$ cat src/hw/rtl/rgpd_pkg.sv
// ----------------------------------------------------------------------------
// rgpd_pkg: shared types and constants for the RSSI gate pass detector
// Beat payload structs, configuration register indexes and rearm constants.
// ----------------------------------------------------------------------------
package rgpd_pkg;

  // Configuration port geometry
  localparam int unsigned CfgIdxW  = 2;
  localparam int unsigned CfgDataW = 32;

  // Configuration register indexes
  localparam logic [CfgIdxW-1:0] CFG_THRESHOLD  = 2'd0;
  localparam logic [CfgIdxW-1:0] CFG_MIN_LAP_MS = 2'd1;
  localparam logic [CfgIdxW-1:0] CFG_ENABLED    = 2'd2;

  // Rearm level: threshold minus max(3 percent, 30 counts)
  localparam logic [15:0] PCT_KNEE   = 16'd1000;  // 3 percent wins from here up
  localparam logic [22:0] REARM_NUM  = 23'd97;
  localparam logic [22:0] REARM_DEN  = 23'd100;
  localparam logic [16:0] HYST_FLOOR = 17'd30;

  // Input beat
  typedef struct packed {
    logic [15:0] rssi;
    logic [31:0] now_ms;
  } in_beat_t;

  // Result beat
  typedef struct packed {
    logic [15:0] peak_level;
    logic [31:0] crossed_at_ms;
    logic [15:0] pass_number;
  } out_beat_t;

endpackage

$ cat src/hw/rtl/rssi_gate_pass_detector.sv
// ----------------------------------------------------------------------------
// rssi_gate_pass_detector: threshold and hysteresis pass detector
// Arms above threshold, tracks the peak, and reports one pass per completed
// crossing unless it follows the previous pass by less than the minimum lap.
// ----------------------------------------------------------------------------
// Throughput: 1 input beat per cycle; an input register and a result
// register bracket the compare and subtract logic on the detector state.
// Each beat is registered at the input, any pass it ends at the result.
// Input stalls only while the result register is full and stalled.
// Reset clears configuration (detection disabled) and all pass history.
module rssi_gate_pass_detector (
  input  logic                              clk_i,
  input  logic                              rst_ni,
  input  logic                              in_valid_i,
  output logic                              in_stall_o,
  input  rgpd_pkg::in_beat_t                in_data_i,
  output logic                              out_valid_o,
  input  logic                              out_stall_i,
  output rgpd_pkg::out_beat_t               out_data_o,
  input  logic                              cfg_we_i,
  input  logic [rgpd_pkg::CfgIdxW-1:0]      cfg_idx_i,
  input  logic [rgpd_pkg::CfgDataW-1:0]     cfg_data_i
);

  // Configuration registers
  logic [15:0] thr_q, thr_d;
  logic [31:0] min_lap_q, min_lap_d;
  logic        enabled_q, enabled_d;

  // Detector state
  logic        armed_q, armed_d;
  logic [15:0] peak_q, peak_d;
  logic [31:0] cross_q, cross_d;
  logic [31:0] last_q, last_d;
  logic        have_q, have_d;
  logic [15:0] passes_q, passes_d;

  // Input stage
  logic                s1_valid_q, s1_valid_d;
  rgpd_pkg::in_beat_t  s1_data_q;

  // Result stage
  logic                out_valid_q, out_valid_d;
  rgpd_pkg::out_beat_t out_data_q;

  logic                out_ready;
  logic                s1_take;
  logic                fire;
  rgpd_pkg::out_beat_t res;
  logic [15:0]         peak_cur;
  logic                in_gate;
  logic                lap_short;
  logic [31:0]         lap_gap;
  logic [15:0]         passes_inc;

  // Handshake: result register frees when empty or taken
  assign out_ready  = !out_valid_q || !out_stall_i;
  assign s1_take    = s1_valid_q && out_ready;
  assign in_stall_o = s1_valid_q && !out_ready;

  // Rearm test on the registered sample
  always_comb begin
    if (thr_q >= rgpd_pkg::PCT_KNEE) begin
      in_gate = (23'(s1_data_q.rssi) * rgpd_pkg::REARM_DEN) >=
                (23'(thr_q) * rgpd_pkg::REARM_NUM);
    end else begin
      in_gate = ({1'b0, s1_data_q.rssi} + rgpd_pkg::HYST_FLOOR) >= {1'b0, thr_q};
    end
  end

  assign peak_cur   = (s1_data_q.rssi > peak_q) ? s1_data_q.rssi : peak_q;
  assign lap_gap    = cross_q - last_q;
  assign lap_short  = have_q && (min_lap_q != 32'd0) && (lap_gap < min_lap_q);
  assign passes_inc = passes_q + 16'd1;

  // Configuration writes
  always_comb begin
    thr_d     = thr_q;
    min_lap_d = min_lap_q;
    enabled_d = enabled_q;
    if (cfg_we_i) begin
      unique case (cfg_idx_i)
        rgpd_pkg::CFG_THRESHOLD:  thr_d     = cfg_data_i[15:0];
        rgpd_pkg::CFG_MIN_LAP_MS: min_lap_d = cfg_data_i;
        rgpd_pkg::CFG_ENABLED:    enabled_d = cfg_data_i[0];
        default: ;
      endcase
    end
  end

  // Writes first; else consumed samples advance state when enabled, thr > 0
  always_comb begin
    armed_d  = armed_q;
    peak_d   = peak_q;
    cross_d  = cross_q;
    last_d   = last_q;
    have_d   = have_q;
    passes_d = passes_q;
    fire     = 1'b0;
    res.peak_level    = peak_cur;
    res.crossed_at_ms = cross_q;
    res.pass_number   = passes_inc;
    if (cfg_we_i) begin
      // any valid register write drops the crossing in progress
      if (cfg_idx_i == rgpd_pkg::CFG_THRESHOLD || cfg_idx_i == rgpd_pkg::CFG_MIN_LAP_MS ||
          cfg_idx_i == rgpd_pkg::CFG_ENABLED) begin
        armed_d = 1'b0;
        peak_d  = 16'd0;
      end
    end else if (s1_take && enabled_q && (thr_q != 16'd0)) begin
      if (!armed_q) begin
        if (s1_data_q.rssi > thr_q) begin
          armed_d = 1'b1;
          peak_d  = s1_data_q.rssi;
          cross_d = s1_data_q.now_ms;
        end
      end else begin
        peak_d = peak_cur;
        if (!in_gate) begin
          armed_d = 1'b0;
          peak_d  = 16'd0;
          if (!lap_short) begin
            last_d   = cross_q;
            have_d   = 1'b1;
            passes_d = passes_inc;
            fire     = 1'b1;
          end
        end
      end
    end
  end

  // Input and result stage control
  always_comb begin
    s1_valid_d  = in_stall_o ? s1_valid_q : in_valid_i;
    out_valid_d = out_ready ? (s1_take && fire) : out_valid_q;
  end

  // Control and state registers
  always_ff @(posedge clk_i or negedge rst_ni) begin
    if (!rst_ni) begin
      thr_q       <= '0;
      min_lap_q   <= '0;
      enabled_q   <= 1'b0;
      armed_q     <= 1'b0;
      peak_q      <= '0;
      cross_q     <= '0;
      last_q      <= '0;
      have_q      <= 1'b0;
      passes_q    <= '0;
      s1_valid_q  <= 1'b0;
      out_valid_q <= 1'b0;
    end else begin
      thr_q       <= thr_d;
      min_lap_q   <= min_lap_d;
      enabled_q   <= enabled_d;
      armed_q     <= armed_d;
      peak_q      <= peak_d;
      cross_q     <= cross_d;
      last_q      <= last_d;
      have_q      <= have_d;
      passes_q    <= passes_d;
      s1_valid_q  <= s1_valid_d;
      out_valid_q <= out_valid_d;
    end
  end

  // Payload registers: load on accepted beat / fired result
  always_ff @(posedge clk_i) begin
    if (in_valid_i && !in_stall_o) begin
      s1_data_q <= in_data_i;
    end
    if (s1_take && fire) begin
      out_data_q <= res;
    end
  end

  assign out_valid_o = out_valid_q;
  assign out_data_o  = out_data_q;

endmodule

$ cat config.mk
export PLATFORM = sky130hd
export DESIGN_NAME = rssi_gate_pass_detector
export DESIGN_NICKNAME = d
export VERILOG_FILES = /design/src/hw/rtl/rgpd_pkg.sv /design/src/hw/rtl/rssi_gate_pass_detector.sv
export SDC_FILE = /design/constraint.sdc
export NUM_CORES = 1
export LEC_CHECK = 0
export ABC_CLOCK_PERIOD_IN_PS = 19300
export BUFFER_PORTS_ARGS = -buffer_cell sky130_fd_sc_hd__buf_2
export CELL_PAD_IN_SITES_DETAIL_PLACEMENT = 1
export CELL_PAD_IN_SITES_GLOBAL_PLACEMENT = 1
export CORE_MARGIN = 4
export CORE_UTILIZATION = 30
export CTS_CLUSTER_DIAMETER = 60
export DETAILED_ROUTE_END_ITERATION = 10
export PLACE_DENSITY = 0.64
export SYNTH_ARGS = -nofsm -noshare
export SYNTH_HDL_FRONTEND = slang
export SYNTH_SLANG_ARGS = --single-unit
$ cat constraint.sdc
create_clock -name clk_i -period 19.3 [get_ports clk_i]
set_input_delay 2.895 -clock clk_i [delete_from_list [all_inputs] [get_ports clk_i]]
set_output_delay 2.895 -clock clk_i [all_outputs]
set_load 0.1 [all_outputs]
==> results of run 1 <==
[metal layers]
layer | part of all wire (%) | routed length, microns
met4 | 2.3 | 1026
met1 | 48 | 21670
met3 | 5.1 | 2288
met2 | 45 | 20270
met5 | 0.051 | 23
[state kept, by name (all words and copies together), names as in the netlist]
signal       count
armed_q          1
cross_q         32
enabled_q        1
have_q           1
last_q          32
min_lap_q       32
out_data_o      64
out_valid_o      1
passes_q        16
peak_q          16
s1_data_q       48
s1_valid_q       1
thr_q           16
[synthesized netlist by cell type (5+ instances only)]
master,n
nand2_1,80
xor2_1,45
clkbuf_1,10
and3_1,14
a21oi_1,61
edfxtp_1,112
or3_1,7
nor2b_1,14
nor3_1,18
mux2_2,66
and2_1,5
a22o_1,16
o211ai_1,6
o21bai_1,10
a211oi_1,7
o31ai_1,5
a21o_1,46
inv_1,183
nor4_1,9
a211o_1,5
or2_2,9
mux2_4,32
o21ai_0,64
nand4_1,25
dfrtp_1,149
a31oi_1,8
nor2_1,48
nand3_1,27
ha_1,272
o21a_1,10
xnor2_1,54
buf_2,5
nand2b_1,8
fa_1,20
[where the power goes]
group          total (mW)  switching, mW  internal, mW
sequential          0.776         0.0914         0.684
clock               0.586          0.255         0.331
combinational        1.54          0.848         0.688
[worst min path at each step]
stage                     cells past startpoint    endpoint  slack, ns    startpoint
final                                         2      have_q       0.47        have_q
after global routing                          1  cross_q[2]       0.48  s1_data_q[2]
after CTS                                     2      have_q       0.47        have_q
after detailed placement                      2      have_q       0.45        have_q
after global placement                        2      have_q       0.43        have_q
after floorplan                               2      have_q       0.41        have_q
[layout make-up]
cell class | instances | share of cell area, %
multi-input combinational | 1044 | 46.44
sequential | 261 | 35.88
tap | 756 | 4.786
clock buffer | 38 | 4.260
timing repair buffer | 159 | 4.146
inverter | 183 | 3.475
clock inverter | 20 | 0.9875
antenna | 2 | 0.02532
[worst reg2reg max path: cells and delay by family (launching register included)]
kind                     cells  cell delay [ns]
AND/OR/NAND/NOR              6             1.44
flip-flops                   1             0.56
adder cells (fa/ha/maj)      5             1.70
AO/OA/AOI/OAI                8             1.56
buffers and inverters        4             1.78
XOR/XNOR                     1             0.15
[cell families (layout without fill, tap and decap cells)]
| kind of cell | after synthesis | in the layout | synth area share, % |
|---|---|---|---|
| AOI/OAI and AO/OA | 273 | 273 | 10.67 |
| xor gates and xnor gates | 101 | 101 | 5.274 |
| adders and majority gates | 292 | 292 | 22.30 |
| buffers and inverters | 204 | 400 | 4.724 |
| DFF | 261 | 261 | 41.58 |
| muxes | 99 | 99 | 7.233 |
| other | 0 | 2 | 0 |
| and+or+nand+nor | 279 | 279 | 8.223 |
==> impl_metrics.ini, run 1 <==
[sta]
tightest_slew_ns = 1.193
timing.hold.ws_ns = 0.4669
fin_tns_setup_ns = 0
rsz0062_at_grt = no
setup_violations = 0
relSlewSlack_pct = 20.46
min_period_over_period_pct = 39.62
fin_ws_ns = 11.65
finalClockSkew_ns = 0.01995
hold_viol_final = 0
fmax_ghz = 0.1308
period_needed_ns = 7.646
slew_viol_final = 0

[clock_tree]
clk_latency_ns = 0.59
cts_resized = 0
clock-sinks = 261
cts_buffer_depth = 3
clkTransAtPathRegs_ns = 0.06
cts_tree = built
htree_num_levels = 1
cts_hold_buf = 0
cts-root-buf = clkbuf_16
postCtsSetupRepairBufs = 0
cts_made_buffers = 31

[route]
post_drt_wl_per_cell_microns = 18.38
first_pass_iters = 5
routed_wl_mm = 45.28
drt_iter0_markers = 635
drcViolationCount = 0
antenna_left = 0
vias = 11950
viasPerCell = 4.853

[logic_synthesis]
yosys.area.top_type = dfrtp_1
synthFlopType = dfrtp_1
netlist_top_cells_area = dfrtp_1 22%, ha_1 20%, edfxtp_1 20%, mux2_2 4.4%, inv_1 4.0%
yosysWarnings = 0
syn_area_sq_mm = 0.01706
ys_seq_area_share_pct = 41.58
async_reset_ff_share_pct = 57.09
synth_edf_count = 112
netlist_instances = 1509
synth_top_area_share_pct = 21.86
synth_nets = 1888
ys_types = 68
ys_ff_latch = 261
synth_area_per_cell_sq_um = 11.30

[setup_path]
crit_type = flip-flop to flip-flop
crit_end = out_data_o[18]
worstSetupPathDepth = 24
crit_path_end_kind = flip-flop
path_cells = inv_1 > ha_1 > ha_1 > fa_1 > ha_1 > nor2b_1 > o21a_1 > o21ai_0 > a21oi_1 > a211oi_1 > nor3_1 > o31a_1 > nor2_1 > xnor2_1 > ha_1 > nand4_1 > a21oi_1 > o21ai_0 > and4b_1 > a32oi_1 > or4_2 > buf_4 > inv_2 > buf_4
r2r_start = s1_data_q[35]
worstPathRequired_ns = 19.50
crit_path_frequent_cell = ha_1
critPathBufInv = 4
worstReg2RegEnd = out_data_o[18]
max_stage_delay_ns = 0.68
path_max_fanout = 52
rrSetupSlack_ns = 11.65
worstSetupStartpointType = flip-flop
crit_family = buffers and inverters
cpMaxStageDelayCell = or4_2
crit_path_start = s1_data_q[35]
arrival_ns = 7.85
ff2ff_path_depth = 24

[placement]
dp_hpwl_mm = 35.26
place_area_sq_mm = 0.01872
routabilityCongestion = 0.7996
port_buffers = 152
dpl_worst_slack_ns = 11.59
dp_cells = 2403

[power_and_ir_drop]
power_density_mw_per_mm2 = 146.6
p_total_mw = 2.897
power.leakage_nw = 9.338
max-vdd-ir-drop_mv = 0.07565

[layout]
utilization_pct = 35.05
layout_common_cells = 272 x ha_1, 182 x inv_1, 151 x buf_2
multi_input_area_sq_mm = 0.009179
layout.nets = 2059
layout_commonest_cell = ha_1
design_area_sq_mm = 0.01977
register_area_sq_mm = 0.007092
drive_above_1_share_pct = 19.77
area_delta_synth_final_pct = 15.88
fill_cells = 6384
instances_no_fill = 2463

[die]
dieHeight_microns = 246.4
pin_count = 153
core_sq_mm = 0.05639
start_util_pct = 30.25
die_area_sq_mm = 0.06073
rows = 87
chipWidth_microns = 246.4

[global_routing]
grt_overflow_total = 0
use_met1_pct = 20.70
grt_use_met3_pct = 2.503
grt_max_degree = 85
use_met2_pct = 23.90
grt-busiest-layer = met2
grt_pass1_vias = 12960
grt_first_pass_wirelength_mm = 71.30
antenna_found_initial = 3
track_usage_pct = 14.73

[run_status]
outcome = finished clean

[worst_hold_path]
hp-class = flip-flop to flip-flop

[run]
maxCapViolations = 0
(Power assumes the default switching activity.)
==> inputs of run 2 (changes only) <==
ABC_CLOCK_PERIOD_IN_PS = 7050   (was 19300)
clock period = 7.05 ns   (was 19.3 ns; I/O delays follow)
==> impl_metrics.ini, run 2 (synthesis gave the netlist of run 1 again) <==
[run_status]
outcome = finished clean

[setup_path]
arrival_ns = 7.01
r2r_start = s1_data_q[35]
crit_path_end_kind = flip-flop
worstSetupStartpointType = flip-flop
worstPathRequired_ns = 7.52
worstReg2RegEnd = passes_q[5]
ff2ff_path_depth = 24
crit_type = flip-flop to flip-flop
rrSetupSlack_ns = 0.50
path_max_fanout = 27

[global_routing]
use_met1_pct = 20.80
grt_overflow_total = 0
grt-busiest-layer = met2
antenna_found_initial = 2
grt_use_met3_pct = 2.264
grt_pass1_vias = 12910
track_usage_pct = 14.60
grt_first_pass_wirelength_mm = 70.97
grt_max_degree = 53
use_met2_pct = 23.93

[sta]
setup_violations = 0
relSlewSlack_pct = 23.62
min_period_over_period_pct = 92.87
tightest_slew_ns = 1.144
timing.hold.ws_ns = 0.4215
rsz0062_at_grt = no
finalClockSkew_ns = 0.03346
hold_viol_final = 0
period_needed_ns = 6.547
fmax_ghz = 0.1527
fin_tns_setup_ns = 0
slew_viol_final = 0

[route]
antenna_left = 0
first_pass_iters = 4
routed_wl_mm = 44.97
vias = 11900
viasPerCell = 4.815
drcViolationCount = 0
drt_iter0_markers = 559
post_drt_wl_per_cell_microns = 18.20

[die]
chipWidth_microns = 246.4
rows = 87
die_area_sq_mm = 0.06073
dieHeight_microns = 246.4
pin_count = 153
start_util_pct = 30.25
core_sq_mm = 0.05639

[layout]
multi_input_area_sq_mm = 0.009179
layout_commonest_cell = ha_1
area_delta_synth_final_pct = 16.02
layout.nets = 2068
layout_common_cells = 272 x ha_1, 182 x inv_1, 151 x buf_2
drive_above_1_share_pct = 19.67
largest_register_ffs = 64
fill_cells = 6359
register_area_sq_mm = 0.007092
utilization_pct = 35.10
design_area_sq_mm = 0.01979

[clock_tree]
clock-sinks = 261
clk_latency_ns = 0.59
htree_num_levels = 1
cts_made_buffers = 31
cts_resized = 0
cts_buffer_depth = 3
clkTransAtPathRegs_ns = 0.06
postCtsSetupRepairBufs = 0
cts-root-buf = clkbuf_16
cts_tree = built
cts_hold_buf = 0

[power_and_ir_drop]
p_total_mw = 7.889
max-vdd-ir-drop_mv = 0.1688
power.leakage_nw = 9.353
power_density_mw_per_mm2 = 398.7

[placement]
place_area_sq_mm = 0.01880
port_buffers = 152
routabilityCongestion = 0.8057
dp_hpwl_mm = 35.41

[run]
maxCapViolations = 0

[worst_hold_path]
hp-class = input port to asynchronous set/reset pin
run 2: cell types whose count changed in the layout (fill, tap and decap cells not counted), moves of 2 or more:
cell      previous run  this run
buf_4                7        15
clkbuf_1             3         8
clkinv_2             6         2
clkinv_1             1         4
inv_6                4         1
inv_8                1         3
run 2: layout make-up:
cell class	count	share of cell area, %
sequential	261	35.84
antenna	2	0.02529
multi-input combinational	1044	46.38
timing repair buffer	168	4.546
clock inverter	14	0.6070
tap	756	4.780
clock buffer	43	4.350
inverter	183	3.471
run 2: layer usage:
metal	vias up	part of all wire [%]	wire length, microns
li1	5738	-	-
met1	5912	48	21660
met2	201	46	20620
met3	44	4.5	2039
met4	2	1.4	638
met5	-	0.016	7
run 2: through the flow:
stage               worst slack [ns]  std cells
global placement              0.6205       2412
floorplan                     0.2952       1509
CTS                           0.4738       2469
detailed placement            0.5114       2412
global route                 0.03291       2469
finish                        0.5027       2471
run 2: how the worst max path moves through the flow:
| stage | endpoint | slack (ns) | start |
|---|---|---|---|
| finish | passes_q[5] | 0.50 | s1_data_q[35] |
| global route | passes_q[5] | 0.03 | s1_data_q[35] |
| CTS | passes_q[5] | 0.47 | s1_data_q[34] |
| detailed placement | passes_q[6] | 0.51 | s1_data_q[35] |
| global placement | passes_q[5] | 0.62 | s1_data_q[35] |
| floorplan | out_data_o[0] | 0.30 | s1_data_q[35] |
run 2: report_power, final:
part | switching, mW | internal [mW] | leakage [nW] | total [mW]
sequential | 0.247 | 1.87 | 2.93 | 2.12
clock | 0.665 | 0.866 | 0.478 | 1.53
combinational | 2.34 | 1.89 | 5.95 | 4.24
run 2: worst max-delay path: stages (launching register included):
cell and delay [ns]:
edfxtp_1 0.56, inv_1 0.17, ha_1 0.31, ha_1 0.29, fa_1 0.46, ha_1 0.34, nor2b_1 0.14, o21a_1 0.14
o21ai_0 0.10, a21oi_1 0.29, a211oi_1 0.18, or3b_2 0.51, nand2b_1 0.09, a21oi_1 0.07, xnor2_1 0.14, ha_1 0.31
a21oi_1 0.16, nor2b_1 0.06, o21ai_0 0.16, and4b_1 0.23, a32oi_1 0.14, or4_2 0.75, buf_4 0.29, or3_4 0.38
xnor2_2 0.14
